$ cat src/rtl/ptu_ram.sv
// ----------------------------------------------------------------------------
// ptu_ram
// Simple dual-port memory: one write port, one read port with registered
// read data.
// ----------------------------------------------------------------------------
module ptu_ram #(
  parameter int WIDTH = 2,
  parameter int DEPTH = 1024,
  localparam int AW   = (DEPTH > 1) ? $clog2(DEPTH) : 1
) (
  input  logic             clk,
  input  logic             wr_en,
  input  logic [AW-1:0]    wr_addr,
  input  logic [WIDTH-1:0] wr_data,
  input  logic             rd_en,
  input  logic [AW-1:0]    rd_addr,
  output logic [WIDTH-1:0] rd_data
);

  logic [WIDTH-1:0] mem [DEPTH];

  always_ff @(posedge clk) begin
    if (wr_en) begin
      mem[wr_addr] <= wr_data;
    end
  end

  always_ff @(posedge clk) begin
    if (rd_en) begin
      rd_data <= mem[rd_addr];
    end
  end

endmodule

$ cat config.mk
export PLATFORM = sky130hd
export DESIGN_NAME = ptu_ram
export DESIGN_NICKNAME = d
export VERILOG_FILES = /design/src/rtl/ptu_ram.sv
export SDC_FILE = /design/constraint.sdc
export NUM_CORES = 2
export LEC_CHECK = 0
export BUFFER_PORTS_ARGS = -buffer_cell sky130_fd_sc_hd__buf_2
export CORE_MARGIN = 1.5
export CORE_UTILIZATION = 42
export DETAILED_ROUTE_END_ITERATION = 8
export GPL_ROUTABILITY_DRIVEN = 0
export GPL_TIMING_DRIVEN = 0
export PLACE_DENSITY_LB_ADDON = 0.12
export SYNTH_ARGS = -nofsm -noshare
export SYNTH_HDL_FRONTEND = slang
export SYNTH_SLANG_ARGS = --single-unit
$ cat constraint.sdc
create_clock -name clk -period 3.1 [get_ports clk]
set_input_delay 0.155 -clock clk [delete_from_list [all_inputs] [get_ports clk]]
set_output_delay 0.155 -clock clk [all_outputs]
set_load 0.05 [all_outputs]
# Word-level counts from Yosys, hierarchy flattened

Memories as Yosys holds them, arrays and structs flattened. A register that Yosys moved wholly into a read port is not among the register bits.
Index checks and enable logic that the tools add are counted.

Register bits after elaboration: 0
Memory bits (writable): 2048
Word-level logic and storage cells: 3
Memories: 1
Bits of input ports: 25
Output and inout bits: 2

Muxes and demuxes: 2

Memories:

| memory | words | width | read ports | clocked after Yosys merged registers in | write ports | RTL line | text |
|---|---|---|---|---|---|---|---|
| mem    | 1024  | 2     | 1          | 1                                       | 1           | 20       | `logic [WIDTH-1:0] mem [DEPTH];` |

Operators with widths:

| cell   | number |
|---|---|
| $mux 1 | 2 |

# Depth between registers and ports, before layout

Depth after elaboration: 2
Depth in mapped cells: 15
Depth with buffers taken out: 8

# Least setup slack after synthesis

No wires, ideal clock.

Path type: input port to flip-flop
Start: input rd_addr[0]
End: register rd_data[1], read port of mem, data pin
Data arrival time: 2.377 ns
Data required time: 2.823 ns
Path buffers: 5
Cell stages on the path: 12
Setup slack: 0.446 ns
Library setup time: 0.277 ns
Path through: buf_6 buf_12 buf_8 buf_6 buf_6 mux4_2 a221oi_1 o21ai_0 nor3_1 o31ai_1 o31ai_1 nand4_1

RTL lines:

| what        | RTL line | text |
|---|---|---|
| from (decl) | 16       | `input logic [AW-1:0] rd_addr,` |
| to (decl)   | 17       | `output logic [WIDTH-1:0] rd_data` |

==> qor.csv <==
stage,metric,value,unit
outcome,status,finished with violations,
outcome,failing checks,"capacitance limit, slew limit, setup timing",
worst_setup_path,crit-path most repeated cell,clkbuf_4,
global_routing,initial antenna violation count,40,
routing,via count,51600,
worst_setup_path,Critical path buffers and inverters,5,
floorplan,Die Width,450,um
min_path,Hold Path Depth,2,
final_layout,"commonest non-fill, non-tap cell in the layout",edfxtp_1,
timing,max_slew headroom,-10.5,%
synth,Post-synth ARST share,0,%
timing,RSZ-0062 raised after global routing,yes,
worst_setup_path,Worst Path Max Fanout,10,
synth,Yosys reg bits,2050,
synth,Post-synth EDFFs,2050,
worst_setup_path,R2R Setup Slk,-490,ps
timing,final setup TNS,-998,ps
timing,"Worst Setup Slack, final",-591,ps
synth,"area leader, netlist",edfxtp_1,
floorplan,Ports,27,
clock_tree,CTS Sinks,2050,
clock_tree,cts bufs inserted,210,
synth,Mapped Area,0.0838,mm2
synth,sequential area share after synthesis,73.5,%
place,I/O Buffers,24,
global_routing,largest net degree at the start of global routing,167,
final_layout,synth-to-layout area growth,14.4,%
final_layout,Final #Nets,5110,
clock_tree,Max clock buf depth,3,
synth,post-synth cell types,65,
synth,Synth warnings,0,
place,Post-Place Worst Slack,-3610,ps
final_layout,Filler cells,16900,
worst_setup_path,"Critical Path, Cell by Cell",buf_2 > clkbuf_2 > nor2_4 > clkbuf_4 > clkbuf_4 > a22oi_1 > a21oi_1 > nor4_4 > buf_4 > nor3_2 > o311ai_2 > nand4_1,
global_routing,Total Routing Usage GR,33.4,%
worst_setup_path,Critical Path End Type,flop,
timing,Final Max Slew Viols,142,
routing,Post-DRT Antenna Nets,0,
floorplan,die area,0.202,mm2
clock_tree,root buf cell,clkbuf_16,
routing,DR DRC count,0,
timing,hold slack,62.9,ps
job,max-cap check violation count,13,
timing,setup violators final,2,
clock_tree,# H-tree levels,4,
worst_setup_path,critical path type,in2reg,
worst_setup_path,worst path arrival time,4310,ps
timing,clk_skew,27.4,ps
final_layout,most frequent cells in the layout,"edfxtp_1 (2050), nor2_1 (1049), mux4_2 (449)",
global_routing,first-pass GRT wire length,446,mm
routing,drt pass-1 iters,6,
floorplan,Vert. Die Dim,450,um
worst_setup_path,Crit. path cell count,12,
timing,Max Fclk,0.271,GHz
power,leak pwr,29.3,nW
routing,initial DRC count,9405,
timing,Final Hold Fails,0,
timing,Tmin final,3690,ps
synth,ranking of synthesized cells by area,"edfxtp_1 (73%), mux4_2 (12%), nor2_1 (4.7%)",
floorplan,std cell rows,163,
min_path,Hold Crit Start,rd_en,
floorplan,initial core utilization,42.3,%
routing,Via density,6.52,
worst_setup_path,reg2reg path depth,8,
worst_setup_path,Worst path top cell family by delay,buffers and inverters,
power,Tot Pwr,59.1,mW
final_layout,fraction of layout cells with a size suffix above 1,21.2,%
synth,Synth Instances,4793,
place,DP Wirelength,226,mm
timing,Worst-Margin Slew,1660,ps
global_routing,GRT overflow,0,
worst_setup_path,CP max stage cell,clkbuf_4,
clock_tree,clk_lat worst skew,880,ps
routing,final wirelength,341,mm
global_routing,vias in the first global route,49100,
worst_setup_path,reg2reg start,mem[159][1]$_DFFE_PP_,
routing,drt wl/cell,43.1,um
worst_setup_path,"Largest stage delay, worst path",530,ps
synth,Mapped Avg Cell Area,17.5,um2
worst_setup_path,Critical Path RT,3710,ps
worst_setup_path,R2R Path End,rd_data[1]$_DFFE_PP_,
synth,Main synth FF type,edfxtp_1,
timing,crit share post-route,119,%
power,Power Dens Cells,616,mW/mm2
clock_tree,"Reg clk slew, reported paths",60,ps
synth,syn_nets,4818,
power,worst vdd ir,608,uV
clock_tree,CTS tree,built,
min_path,worst hold path type,in2reg,
worst_setup_path,Setup crit start kind,input port,
floorplan,Core Area,0.198,mm2
min_path,WHS Endpoint,rd_data[0]$_DFFE_PP_,
synth,Synth top area share,73.5,%
## metrics by stage
step | instance area (um2) | std cells | utilization (%)
floorplan | 83800 | 4793 | -
global placement | 87200 | 7457 | 44.1
detailed placement | 88200 | 7496 | 44.6
CTS | 95600 | 7890 | 48.3
global route | 95800 | 7898 | 48.4
finish | 95800 | 7906 | 48.4
## worst register-to-register path: stages, from the launching register on
cell	delay, ps
edfxtp_1	400
mux4_2	500
mux4_2	480
nand2_1	180
or4b_4	580
nand4_1	190
o31ai_2	150
o31ai_1	270
nand4_1	420
## report_power, final
group          switching, mW  total (mW)  internal [mW]
Sequential           0.00497        30.5           30.5
Clock                   11.2        24.4           13.2
Combinational           2.96        4.15           1.19
Total                   14.2        59.1           44.9
## cells in the mapped netlist (14+ instances only)
cell type  number
mux4_2        449
o22ai_1        45
edfxtp_1     2050
nor2_1       1054
clkbuf_1      239
buf_4          28
buf_1          54
buf_8          14
buf_2          26
nand3_1        39
o21ai_0        36
buf_6          33
a22oi_1        45
mux2i_1       205
nor3_1         45
nand2_1        96
o221ai_1       82
a21oi_1        70
## state kept, by name (all words and copies together) (netlist names)
name / flops
mem: 2048
rd_data: 2
## final cells by class
class                      instances  area, um2  area share [%]
sequential                      2050      61600            64.2
multi-input combinational       2341      20500            21.4
clock buffer                     251       5430            5.67
tap                             2640       3300            3.45
buffer                           394       2870            3.00
timing repair buffer              82       1160            1.21
clock inverter                   132        983            1.03
inverter                           6       30.0          0.0313
antenna                           10       25.0          0.0261
## layer usage
layer	wire length, um	vias to the layer above	GRT usage [%]
met5	149	-	0
met4	21500	22	18.3
met3	41800	779	8.77
met2	150000	3863	49.2
met1	128000	27300	45.3
li1	-	19600	-
## how the worst max path moves through the flow
stage	start	to	slack, ps
floorplan	rd_addr[0]	rd_data[1]$_DFFE_PP_	450
global placement	wr_data[0]	mem[720][0]$_DFFE_PP_	-12070
detailed placement	rd_addr[3]	rd_data[0]$_DFFE_PP_	-3610
CTS	mem[919][1]$_DFFE_PP_	rd_data[1]$_DFFE_PP_	-360
global route	mem[919][1]$_DFFE_PP_	rd_data[1]$_DFFE_PP_	-410
finish	rd_addr[3]	rd_data[1]$_DFFE_PP_	-590
## logic make-up after synthesis
family | count (synthesis) | synth area share [%]
compound gates | 353 | 2.98
simple gates | 1324 | 6.40
buf+inv | 402 | 2.49
flops | 2050 | 73.5
mux | 664 | 14.7
## what timing repair did
action                                 in CTS  in global routing
cloned                                      0                  0
pin swaps                                  14                  9
gates resized for setup                   263                 52
hold buffers                                5                  0
buffers inserted                            8                  5
setup endpoints to repair                   2                  2
endpoints found under the hold margin     253                  0
Note: power is estimated with default switching activity, not from simulation.
