--- config.mk ---
export PLATFORM = sky130hd
export DESIGN_NAME = ptu_seq
export DESIGN_NICKNAME = d
export VERILOG_FILES = /design/src/rtl/ptu_pkg.sv /design/src/rtl/ptu_alu.sv /design/src/rtl/ptu_seq.sv
export SDC_FILE = /design/constraint.sdc
export NUM_CORES = 1
export LEC_CHECK = 0
export BUFFER_PORTS_ARGS = -buffer_cell sky130_fd_sc_hd__buf_2
export CAP_MARGIN = 5
export CORE_UTILIZATION = 55
export DETAILED_ROUTE_END_ITERATION = 7
export GPL_ROUTABILITY_DRIVEN = 0
export PLACE_DENSITY = 0.93
export SLEW_MARGIN = 20
export SYNTH_ARGS = -nofsm -noshare
export SYNTH_HDL_FRONTEND = slang
export SYNTH_SLANG_ARGS = --single-unit
--- constraint.sdc ---
create_clock -name clk -period 7 [get_ports clk]
set_input_delay 1.05 -clock clk [delete_from_list [all_inputs] [get_ports clk]]
set_output_delay 1.05 -clock clk [all_outputs]
set_load 0.02 [all_outputs]
--- src/rtl/ptu_pkg.sv ---
// ----------------------------------------------------------------------------
// ptu_pkg
// Shared types and constants of the two-level page table updater: sequencer
// states, arithmetic unit operations, field widths and the result record.
// ----------------------------------------------------------------------------
package ptu_pkg;

  localparam int VP_W    = 20;
  localparam int FRAME_W = 20;
  localparam int PRIV_W  = 2;
  localparam int IDX_W   = 10;
  localparam int LEFT_W  = 11;
  localparam int ALU_W   = 11;
  localparam int DIR_W   = 2;

  // directory entry bits
  localparam int DIR_PRES_BIT  = 0;
  localparam int DIR_ALLOC_BIT = 1;

  // table entry bits
  localparam int E_PRESENT_BIT = 0;
  localparam int E_USER_BIT    = 1;
  localparam int E_RW_BIT      = 2;
  localparam int E_FRAME_SHIFT = 3;

  localparam logic ACT_MAP   = 1'b0;
  localparam logic ACT_UNMAP = 1'b1;

  typedef enum logic [3:0] {
    S_CLEAR,
    S_IDLE,
    S_MOD,
    S_DIR,
    S_DECIDE,
    S_RMW,
    S_WIPE,
    S_WRITE,
    S_COUNT,
    S_LAST,
    S_FINAL
  } state_e;

  typedef enum logic {
    ALU_ADD,
    ALU_SUB
  } alu_op_e;

  typedef struct packed {
    logic              status;
    logic              table_created;
    logic              table_released;
    logic [LEFT_W-1:0] entries_left;
  } result_t;

endpackage

--- src/rtl/ptu_alu.sv ---
// ----------------------------------------------------------------------------
// ptu_alu
// Shared add / compare-subtract unit used for index reduction and for the
// present-entry count.
// ----------------------------------------------------------------------------
module ptu_alu (
  input  ptu_pkg::alu_op_e            op,
  input  logic [ptu_pkg::ALU_W-1:0]   a,
  input  logic [ptu_pkg::ALU_W-1:0]   b,
  output logic [ptu_pkg::ALU_W-1:0]   y,
  output logic                        ge
);
  import ptu_pkg::*;

  logic [ALU_W:0] diff;

  always_comb begin
    diff = {1'b0, a} - {1'b0, b};
    ge   = ~diff[ALU_W];
    unique case (op)
      ALU_ADD: y = a + b;
      ALU_SUB: y = diff[ALU_W-1:0];
      default: y = a + b;
    endcase
  end

endmodule

--- src/rtl/ptu_seq.sv ---
// ----------------------------------------------------------------------------
// ptu_seq
// Sequencer of the page table updater: directory clearing pass, index
// reduction, table wipe, entry update and present-entry walk.
// ----------------------------------------------------------------------------
module ptu_seq #(
  parameter int DIR_ENTRIES   = 1024,
  parameter int TABLE_ENTRIES = 1024,
  parameter int FRAME_BITS    = 20,
  localparam int DW  = (DIR_ENTRIES > 1) ? $clog2(DIR_ENTRIES) : 1,
  localparam int TW  = (TABLE_ENTRIES > 1) ? $clog2(TABLE_ENTRIES) : 1,
  localparam int TAW = $clog2(DIR_ENTRIES * TABLE_ENTRIES),
  localparam int EW  = FRAME_BITS + 3
) (
  input  logic                          clk,
  input  logic                          rst,
  input  logic                          in_valid,
  output logic                          in_ready,
  input  logic                          action,
  input  logic [ptu_pkg::VP_W-1:0]      virt_page,
  input  logic [ptu_pkg::FRAME_W-1:0]   phys_frame,
  input  logic [ptu_pkg::PRIV_W-1:0]    privilege,
  input  logic                          res_ready,
  output logic                          res_load,
  output ptu_pkg::result_t              res,
  output logic                          dir_wr_en,
  output logic [DW-1:0]                 dir_wr_addr,
  output logic [ptu_pkg::DIR_W-1:0]     dir_wr_data,
  output logic                          dir_rd_en,
  output logic [DW-1:0]                 dir_rd_addr,
  input  logic [ptu_pkg::DIR_W-1:0]     dir_rd_data,
  output logic                          tbl_wr_en,
  output logic [TAW-1:0]                tbl_wr_addr,
  output logic [EW-1:0]                 tbl_wr_data,
  output logic                          tbl_rd_en,
  output logic [TAW-1:0]                tbl_rd_addr,
  input  logic [EW-1:0]                 tbl_rd_data
);
  import ptu_pkg::*;

  localparam int CW = $clog2(TABLE_ENTRIES + 1);

  state_e            state, state_next;
  logic [DW-1:0]     clr_idx;
  logic              mod_dir;
  logic              action_r;
  logic              invalid_r;
  logic [IDX_W-1:0]  ti_r;
  logic [IDX_W-1:0]  di_r;
  logic [FRAME_BITS-1:0] frame_r;
  logic              user_r;
  logic [TAW-1:0]    tbase;
  logic [TW-1:0]     idx;
  logic              pend;
  logic [CW-1:0]     cnt;
  logic              status_r;
  logic              created_r;
  logic              walked_r;

  alu_op_e           alu_op;
  logic [ALU_W-1:0]  alu_a, alu_b, alu_y;
  logic              alu_ge;

  logic              need_new;
  logic              dir_alloc;
  logic              idx_last;
  logic              released;
  logic [TAW-1:0]    addr_ti, addr_idx;
  logic [EW-1:0]     map_entry;

  ptu_alu u_alu (
    .op (alu_op),
    .a  (alu_a),
    .b  (alu_b),
    .y  (alu_y),
    .ge (alu_ge)
  );

  assign dir_alloc = dir_rd_data[DIR_ALLOC_BIT];
  assign need_new  = ~(dir_rd_data[DIR_ALLOC_BIT] & dir_rd_data[DIR_PRES_BIT]);
  assign idx_last  = (idx == TW'(TABLE_ENTRIES - 1));
  assign addr_ti   = TAW'(tbase + TAW'(ti_r[TW-1:0]));
  assign addr_idx  = TAW'(tbase + TAW'(idx));
  assign map_entry = {frame_r, 1'b1, user_r, 1'b1};
  assign released  = (action_r == ACT_UNMAP) && walked_r && (cnt == '0);

  // shared unit operands
  always_comb begin
    if (state == S_MOD) begin
      alu_op = ALU_SUB;
      alu_a  = mod_dir ? ALU_W'(di_r) : ALU_W'(ti_r);
      alu_b  = mod_dir ? ALU_W'(DIR_ENTRIES) : ALU_W'(TABLE_ENTRIES);
    end else begin
      alu_op = ALU_ADD;
      alu_a  = ALU_W'(cnt);
      alu_b  = ALU_W'(tbl_rd_data[E_PRESENT_BIT]);
    end
  end

  // next state
  always_comb begin
    state_next = state;
    unique case (state)
      S_CLEAR: begin
        if (clr_idx == DW'(DIR_ENTRIES - 1)) state_next = S_IDLE;
      end
      S_IDLE: begin
        if (in_valid) state_next = S_MOD;
      end
      S_MOD: begin
        if (!alu_ge && mod_dir) state_next = S_DIR;
      end
      S_DIR: state_next = S_DECIDE;
      S_DECIDE: begin
        if (invalid_r) begin
          state_next = S_FINAL;
        end else if (action_r == ACT_MAP) begin
          state_next = need_new ? S_WIPE : S_WRITE;
        end else begin
          state_next = dir_alloc ? S_RMW : S_FINAL;
        end
      end
      S_RMW: state_next = S_COUNT;
      S_WIPE: begin
        if (idx_last) state_next = S_WRITE;
      end
      S_WRITE: state_next = created_r ? S_FINAL : S_COUNT;
      S_COUNT: begin
        if (idx_last) state_next = S_LAST;
      end
      S_LAST: state_next = S_FINAL;
      S_FINAL: begin
        if (res_ready) state_next = S_IDLE;
      end
      default: state_next = S_CLEAR;
    endcase
  end

  // outputs
  always_comb begin
    in_ready    = 1'b0;
    res_load    = 1'b0;
    dir_wr_en   = 1'b0;
    dir_wr_addr = di_r[DW-1:0];
    dir_wr_data = '0;
    dir_rd_en   = 1'b0;
    dir_rd_addr = di_r[DW-1:0];
    tbl_wr_en   = 1'b0;
    tbl_wr_addr = addr_ti;
    tbl_wr_data = map_entry;
    tbl_rd_en   = 1'b0;
    tbl_rd_addr = addr_idx;
    unique case (state)
      S_CLEAR: begin
        dir_wr_en   = 1'b1;
        dir_wr_addr = clr_idx;
      end
      S_IDLE: in_ready = 1'b1;
      S_MOD: ;
      S_DIR: dir_rd_en = 1'b1;
      S_DECIDE: begin
        if (!invalid_r && action_r == ACT_MAP && need_new) begin
          dir_wr_en = 1'b1;
          dir_wr_data[DIR_ALLOC_BIT] = 1'b1;
          dir_wr_data[DIR_PRES_BIT]  = 1'b1;
        end
        if (!invalid_r && action_r == ACT_UNMAP && dir_alloc) begin
          tbl_rd_en   = 1'b1;
          tbl_rd_addr = addr_ti;
        end
      end
      S_RMW: begin
        tbl_wr_en   = 1'b1;
        tbl_wr_data = tbl_rd_data & ~EW'(1);
      end
      S_WIPE: begin
        tbl_wr_en   = 1'b1;
        tbl_wr_addr = addr_idx;
        tbl_wr_data = '0;
      end
      S_WRITE: tbl_wr_en = 1'b1;
      S_COUNT: tbl_rd_en = 1'b1;
      S_LAST: ;
      S_FINAL: begin
        res_load = res_ready;
        if (released) begin
          dir_wr_en = 1'b1;
          dir_wr_data[DIR_ALLOC_BIT] = 1'b1;
        end
      end
      default: ;
    endcase
  end

  assign res.status         = status_r;
  assign res.table_created  = created_r;
  assign res.table_released = released;
  assign res.entries_left   = LEFT_W'(cnt);

  always_ff @(posedge clk) begin
    if (rst) begin
      state    <= S_CLEAR;
      clr_idx  <= '0;
      mod_dir  <= 1'b0;
      pend     <= 1'b0;
      walked_r <= 1'b0;
    end else begin
      state <= state_next;
      unique case (state)
        S_CLEAR: clr_idx <= clr_idx + DW'(1);
        S_IDLE: begin
          if (in_valid) begin
            action_r  <= action;
            invalid_r <= (virt_page == '0) || (action == ACT_MAP && phys_frame == '0);
            ti_r      <= virt_page[IDX_W-1:0];
            di_r      <= virt_page[VP_W-1:IDX_W];
            frame_r   <= FRAME_BITS'(phys_frame);
            user_r    <= (privilege != '0);
            mod_dir   <= 1'b0;
          end
        end
        S_MOD: begin
          if (alu_ge) begin
            if (mod_dir) di_r <= alu_y[IDX_W-1:0];
            else         ti_r <= alu_y[IDX_W-1:0];
          end else begin
            mod_dir <= 1'b1;
          end
        end
        S_DIR: tbase <= TAW'(di_r[DW-1:0] * TABLE_ENTRIES);
        S_DECIDE: begin
          cnt       <= '0;
          idx       <= '0;
          walked_r  <= 1'b0;
          status_r  <= invalid_r;
          created_r <= !invalid_r && (action_r == ACT_MAP) && need_new;
        end
        S_RMW: begin
          walked_r <= 1'b1;
          idx      <= '0;
          pend     <= 1'b0;
        end
        S_WIPE: idx <= idx_last ? '0 : idx + TW'(1);
        S_WRITE: begin
          // a fresh table holds only the new entry
          if (created_r) begin
            cnt <= CW'(1);
          end else begin
            walked_r <= 1'b1;
          end
          idx  <= '0;
          pend <= 1'b0;
        end
        S_COUNT: begin
          pend <= 1'b1;
          if (pend) cnt <= alu_y[CW-1:0];
          idx <= idx_last ? '0 : idx + TW'(1);
        end
        S_LAST: begin
          cnt  <= alu_y[CW-1:0];
          pend <= 1'b0;
        end
        S_FINAL: ;
        default: ;
      endcase
    end
  end

  a_reset_clears: assert property (@(posedge clk) $past(rst) |-> state == S_CLEAR)
    else $error("sequencer not in clearing pass after reset");

  a_load_ready: assert property (@(posedge clk) disable iff (rst)
    res_load |-> res_ready)
    else $error("result loaded while output register full");

  a_release_empty: assert property (@(posedge clk) disable iff (rst)
    (res_load && res.table_released) |->
      (!res.status && !res.table_created && res.entries_left == '0))
    else $error("table released with entries left or bad status");

  a_create_one: assert property (@(posedge clk) disable iff (rst)
    (res_load && res.table_created) |-> (!res.status && res.entries_left == LEFT_W'(1)))
    else $error("fresh table does not hold exactly one entry");

  a_walk_reads: assert property (@(posedge clk) disable iff (rst)
    (state == S_COUNT) |=> (pend && (state == S_COUNT || state == S_LAST)))
    else $error("present walk lost its read pipeline");

endmodule

After elaboration in Yosys (flattened, before gate mapping)
Cells that the tools add are included.
- input port bits: 72
- word-level logic and storage cells: 140
- bits in registers: 93
- output and inout bits: 105
- add/subtract/negate cells: 6
- mux-type cells: 53
- reduce and logical (&&, ||, !) cells: 34
- equality and inequality tests: 25
- bitwise logic cells: 6
- operator list (operator ; number):
    two-way mux 10 bit ; 9
    two-way mux 20 bit ; 3
    one-hot mux 10 bit (2 select lines) ; 3
    one-hot mux 23 bit (2 select lines) ; 1
    two-way mux 11 bit ; 4
    one-hot mux 11 bit (4 select lines) ; 1
    one-hot mux 4 bit (11 select lines) ; 1
    adder 20 x 10 -> 20 bit ; 2
    logical NOT 20 bit ; 2
    two-way mux 4 bit ; 9
    inequality test 2 bit (second input constant) ; 11
    one-hot mux 11 bit (2 select lines) ; 1
    adder 10 x 1 -> 10 bit (second input constant) ; 2
    == test 10 bit (second input constant) ; 2
    == test 4 x 3 -> 1 bit (second input constant) ; 4
    two-way mux 1 bit ; 13
    == test 4 bit (second input constant) ; 3
    subtractor 11 x 11 -> 12 bit ; 1
    adder 11 bit ; 1
    logical NOT 11 bit ; 1
    AND reduction 5 bit ; 2
    OR reduction 3 bit ; 3
    == test 4 x 2 -> 1 bit (second input constant) ; 2
    logical AND 1 bit ; 8
    18 further kinds ; 35

Logic depth before layout (Yosys ltp)
Gate-level depths: netlist of the first run.
- depth after elaboration: 7
- depth in mapped cells: 13
- mapped depth without buffers: 10

Modules after synthesis
From an unflattened synthesis of the first run, not the netlist that was laid out.
- cells, all modules: 614
- area, all modules: 6095.8 um2
- by module, submodules not included (module ; cells each ; times used ; area each (um2) ; seq. area each (um2)):
    ptu_seq ; 467 ; 1 ; 5012.3 ; 2622.5
    ptu_alu ; 147 ; 1 ; 1083.5 ; 0.0

Worst setup path after synthesis of the first run
Ideal clock, no wire load.
- path kind: reg-to-output
- start: register cnt[3]
- end: output dir_wr_en
- slack: 3.850 ns
- cell stages (with the launch flop): 5
- arrival: 2.100 ns
- buffers on the path: 0
- required time: 5.950 ns
- path through: edfxtp_1 -> or4b_2 -> nor4b_1 -> a41o_1 -> or2_2
- word-level cells in the longest chain between the ends: 4
- RTL lines (element ; RTL line ; source):
    start: declaration ; ptu_seq.sv:55 ; logic [CW-1:0] cnt;
    start signal: assignment ; ptu_seq.sv:256 ; if (pend) cnt <= alu_y[CW-1:0];
    start signal: assignment ; ptu_seq.sv:260 ; cnt <= alu_y[CW-1:0];
    logical NOT 11 bit ; ptu_seq.sv:85 ; assign released = (action_r == ACT_UNMAP) && walked_r && (cnt == '0);
    logical AND 1 bit ; ptu_seq.sv:85 ;
    named net released ; ptu_seq.sv:67 ; logic released;
    two-way mux 1 bit ; ptu_seq.sv:186 ; if (released) begin
    one-hot mux 1 bit (3 select lines) ; ptu_seq.sv:153 ; unique case (state)
    end: declaration ; ptu_seq.sv:26 ; output logic dir_wr_en,
The timed path passes the listed nets, and every way through them passes these cells.

Worst setup path after layout of the first run
- start: register state[1]
- end: output tbl_wr_addr[9]
- word-level cells in the longest chain between the ends: 2
- RTL lines (element ; RTL line ; source):
    start: declaration ; ptu_seq.sv:43 ; state_e state, state_next;
    start signal: assignment ; ptu_seq.sv:208 ; state <= state_next;
    == test 4 x 3 -> 1 bit ; ptu_seq.sv:153 ;
    two-way mux 20 bit ; ptu_seq.sv:153 ;
    end: declaration ; ptu_seq.sv:33 ; output logic [TAW-1:0] tbl_wr_addr,
No other way between the ends.

==> results.cfg, run 1 <==
[critical_path]
start_kind = flop
r2r_start = state[1]
r2r_end = dir_rd_addr[8]
r2r_cells = 9
cp-startpoint = state[1]
cp_data_required_time_ns = 5.95
worstPathMaxFanout = 24
crit_path_end_kind = output port
critical_path_class = reg -> out
cp-endpoint = tbl_wr_addr[9]
arrival_ns = 2.85
r2r_slack_ns = 3.61

[sta]
fin_crit_ns = 3.90
maxSlewHeadroom = 0.291
worst_slew_pin_slew_ns = 1.06
maxSlewViolCount = 0
fin_ws_ns = 3.10
finalSetupViolations = 0
tns_ns = 0
period_share = 0.558
finalHoldViolCount = 0
skew_ns = 0.0119
max_freq_mhz = 256
rsz0062_at_grt = false

[status]
status = complete, no violations

[clock_tree]
ctsResizeCount = 0
clk_pin_slew_ns = 0.09
cts_hold_buf = 0
root_buffer = clkbuf_8
cts_tree = yes
htree_num_levels = 3
cts_sinks = 93
cts_setup_buffers = 0
cts_buffer_depth = 2
clk_latency_ns = 0.36
numCtsBuffers = 9

[die]
die_x_um = 101
io_pins = 177
design.core.area_mm2 = 0.00937
rows = 35
start_util = 0.573
die_y_um = 101
dieArea_mm2 = 0.0102

[route]
first_pass_iters = 5
vias = 4692
wl_per_cell_um = 18.7
drt-vias-per-instance = 6.01
drtIter0Drc = 310
drt_wl_total_mm = 14.6
remaining_drc_errors = 0
ant_nets = 0

[synthesis]
syn_area_mm2 = 0.00537
ys_seq_elements = 93
syn-instance-count = 510
synth_area_leaders = edfxtp_1, mux2_2, dfxtp_1
synth_top_cell_area_share = 0.425
async_flop_share = 0
synth_edf_count = 76
synth_nets = 588
synth_area_leader_cell = edfxtp_1
synth-main-ff-cell = edfxtp_1
ys_seq_area_frac = 0.488
syn_avg_cell_area_um2 = 10.5
ys_warn_count = 0
ys_types = 55

[min_path]
hp-class = reg -> reg

[global_route]
gr-total-overflow = 0
grt_pass1_vias = 4425
grt_pass1_wl_mm = 22.3
grt_usage = 0.288
antenna_found_initial = 0
grt_max_degree = 36

[cells_and_area]
antenna_cells = 0
final_common_cell = buf_2
area_growth_pct = 18.0
drive_above_1_share = 0.370
final_cell_mix = buf_2, edfxtp_1, nor2_1, nand2_1, mux2_2
n_fill_cell = 738
fin_nets = 725
final_cells = 781

[power]
ir_drop_mv = 0.116
powerDensity_mw_per_mm2 = 208
p_leak_nw = 2.55

[place]
portBuffers = 176
post-place-ws_ns = 3.55
dp_hpwl_mm = 10.6
dp.cells = 765

[job]
maxCapViolCount = 0
-- power by group --
part | switching, mW | internal, mW | total [mW]
combinational | 0.169 | 0.117 | 0.286
sequential | 0.0409 | 0.626 | 0.667
clock | 0.200 | 0.167 | 0.367
-- state kept, by name, indices dropped and copies added, names as in the netlist --
signal	cells
user_r	1
mod_dir	1
state	4
walked_r	1
frame_r	20
tbase	10
dir_rd_addr	10
pend	1
idx	10
cnt	11
clr_idx	10
action_r	1
created_r	1
invalid_r	1
status_r	1
ti_r	10
-- worst max-delay path, cell delays in order, from the launching register on --
cell and delay [ns]:
dfxtp_1 0.80, nand2b_1 0.33, nor2_1 0.75, mux2_2 0.44
buf_2 0.17
-- per-layer routing --
layer | vias up | routed length (µm) | track usage
met3 | 35 | 1560 | 0.0680
met5 | - | 0 | 0
met1 | 2231 | 5580 | 0.375
met4 | 0 | 299 | 0.100
met2 | 290 | 7190 | 0.475
li1 | 2136 | - | -
-- Yosys cell counts (2+ instances only) --
| cell | number |
|---|---|
| nor3b_1 | 2 |
| nand4_1 | 5 |
| o221ai_1 | 2 |
| mux2_2 | 34 |
| o22ai_1 | 3 |
| a21o_1 | 10 |
| a21oi_1 | 17 |
| o21a_1 | 4 |
| buf_2 | 3 |
| clkbuf_1 | 21 |
| o21ai_0 | 10 |
| nand3b_1 | 3 |
| buf_6 | 2 |
| a211oi_1 | 4 |
| and3_1 | 10 |
| buf_1 | 2 |
| buf_4 | 24 |
| nor3_1 | 16 |
| inv_1 | 6 |
| a22o_1 | 21 |
| a41o_1 | 2 |
| nand2b_1 | 6 |
| or3_1 | 4 |
| dfxtp_1 | 17 |
| xor2_1 | 15 |
| mux2i_1 | 11 |
| or2_2 | 4 |
| xnor2_1 | 12 |
| a31oi_1 | 2 |
| nor4_1 | 13 |
| nand3_1 | 17 |
| nor2_1 | 58 |
| nand2_1 | 40 |
| nor2b_1 | 5 |
| ha_1 | 6 |
| o211ai_1 | 2 |
| nor4b_1 | 4 |
| edfxtp_1 | 76 |
-- final cells by class --
cell class | count | area, µm² | area share
Clock buffer | 9 | 124 | 0.0195
Sequential cell | 93 | 2620 | 0.414
Multi-Input combinational cell | 359 | 2440 | 0.385
Tap cell | 129 | 161 | 0.0255
Timing Repair Buffer | 178 | 896 | 0.141
Inverter | 6 | 22.5 | 0.00355
Clock inverter | 7 | 72.6 | 0.0114
-- cells by family after synthesis --
family / share of synthesized area
AO/OA/AOI/OAI: 0.118
XOR/XNOR: 0.0440
adder cells (fa/ha/maj): 0.0140
buffers and inverters: 0.0608
flip-flops: 0.488
multiplexers: 0.0917
AND/OR/NAND/NOR: 0.184
-- stage by stage --
stage / power (mW) / utilization / hold WS [ns] / cell area [µm²]
floorplan: 0.863 / - / 0.448 / 5370
global placement: 0.948 / 0.655 / 0.479 / 6140
detailed placement: 0.958 / 0.655 / 0.473 / 6140
CTS: 1.32 / 0.676 / 0.496 / 6330
global route: 1.36 / 0.677 / 0.532 / 6340
finish: 1.32 / 0.677 / 0.509 / 6340
-- worst min-delay path by stage --
stage | startpoint | end | slack (ns) | cells past startpoint
floorplan | walked_r | walked_r | 0.45 | 2
global placement | walked_r | walked_r | 0.48 | 2
detailed placement | walked_r | walked_r | 0.47 | 2
CTS | walked_r | walked_r | 0.50 | 2
global route | clr_idx[9] | clr_idx[9] | 0.53 | 2
finish | walked_r | walked_r | 0.51 | 2
Power figures use the tool's default switching activity.
==> run 2: changes to the inputs <==
Settings changed: CORE_UTILIZATION 55 to 46, PLACE_DENSITY 0.93 to 0.84.
Clock period 7 ns to 3.22 ns, I/O delays scaled along.
==> results.cfg, run 2 (synthesis gave the netlist of run 1 again) <==
[status]
status = complete, no violations

[sta]
tns_ns = 0
worst_slew_pin_slew_ns = 0.984
fin_ws_ns = 0.144
maxSlewHeadroom = 0.341
fin_crit_ns = 3.08
maxSlewViolCount = 0
finalHoldViolCount = 0
period_share = 0.955
max_freq_mhz = 325
rsz0062_at_grt = false
finalSetupViolations = 0
skew_ns = 0.00658

[clock_tree]
cts_buffer_depth = 2
htree_num_levels = 3
cts_hold_buf = 0
cts_tree = yes
clk_latency_ns = 0.34
clk_pin_slew_ns = 0.07
numCtsBuffers = 9
ctsResizeCount = 0
root_buffer = clkbuf_16
cts_setup_buffers = 0
cts_sinks = 93

[power]
powerDensity_mw_per_mm2 = 476
p_leak_nw = 2.65
ir_drop_mv = 0.334

[cells_and_area]
drive_above_1_share = 0.380
final_cell_mix = buf_2, edfxtp_1, nor2_1, nand2_1, mux2_2
final_common_cell = buf_2
multi_input_area_mm2 = 0.00243
fin_nets = 737
antenna_cells = 0
area_growth_pct = 21.4
top_regs = frame_r: 20 flops, cnt: 11 flops
largest_reg_flops = 20
n_fill_cell = 980
register_area_mm2 = 0.00262
top_register = frame_r

[critical_path]
worstPathMaxFanout = 5
crit_path_end_kind = output port
r2r_cells = 9
arrival_ns = 2.59
start_kind = flop
cp_data_required_time_ns = 2.74
critical_path_class = reg -> out

[die]
design.core.area_mm2 = 0.0114
rows = 39
io_pins = 177
start_util = 0.471
dieArea_mm2 = 0.0121
die_y_um = 110
die_x_um = 110

[global_route]
gr-total-overflow = 0
antenna_found_initial = 0
grt_usage = 0.240
grt_pass1_wl_mm = 21.8
grt_pass1_vias = 4291
grt_max_degree = 27

[route]
remaining_drc_errors = 0
drtIter0Drc = 434
first_pass_iters = 7
drt_wl_total_mm = 14.8
drt-vias-per-instance = 5.90
wl_per_cell_um = 18.4
ant_nets = 0
vias = 4763

[place]
portBuffers = 176
post-place-ws_ns = 0.484
dp_hpwl_mm = 11.0

[min_path]
hp-class = in -> reg
min_path_cells = 1

[job]
maxCapViolCount = 0
[run 2: changes by cell type in the layout (fill, tap and decap cells not counted), sizes merged]
cell,before,now
inv,8,10
bufinv,1,0
clkinvlp,1,0
buf,178,190
[run 2: final timing paths]
| path | endpoint | slack [ns] | from |
|---|---|---|---|
| worst min register to register | walked_r | 0.52 | walked_r |
| worst max register to register | dir_rd_addr[8] | 0.52 | state[3] |
| worst min-delay path | frame_r[6] | 0.33 | phys_frame[6] |
| worst max-delay path | dir_wr_en | 0.14 | cnt[3] |
[run 2: layout make-up]
cell class	instances	area share
sequential	93	0.402
multi-input combinational	359	0.373
timing repair buffer	190	0.151
clock buffer	9	0.0345
tap	143	0.0274
clock inverter	7	0.00882
inverter	6	0.00345
[run 2: worst max-delay path: stages, from the launching register on]
cell	delay [ns]
edfxtp_1	0.48
or4b_2	0.69
nor4b_1	0.54
a41o_1	0.29
or2_2	0.11
buf_2	0.15
[run 2: per-layer routing]
metal	part of all wire	routed length (µm)	global-route usage	vias to the layer above
li1	-	-	-	2168
met1	0.40	5940	0.328	2288
met2	0.48	7080	0.380	267
met3	0.098	1450	0.0423	40
met4	0.025	367	0.0924	0
met5	0	0	0	-
[run 2: where the power goes]
part           leakage, nW  switching (mW)  total [mW]  internal [mW]
clock network        0.142           0.475        1.01          0.537
logic                 1.68           0.406       0.675          0.269
registers            0.828          0.0559        1.42           1.36
[run 2: through the flow]
stage | util | power (mW) | hold slack (ns) | instances | area (µm²)
6_report | 0.572 | 3.11 | 0.334 | 807 | 6530
5_1_grt | 0.572 | 3.22 | 0.327 | 807 | 6530
4_1_cts | 0.572 | 3.11 | 0.326 | 807 | 6530
3_5_place_dp | 0.547 | 2.10 | 0.491 | 791 | 6240
3_3_place_gp | 0.547 | 2.08 | 0.478 | 791 | 6240
2_1_floorplan | - | 1.88 | 0.448 | 510 | 5370
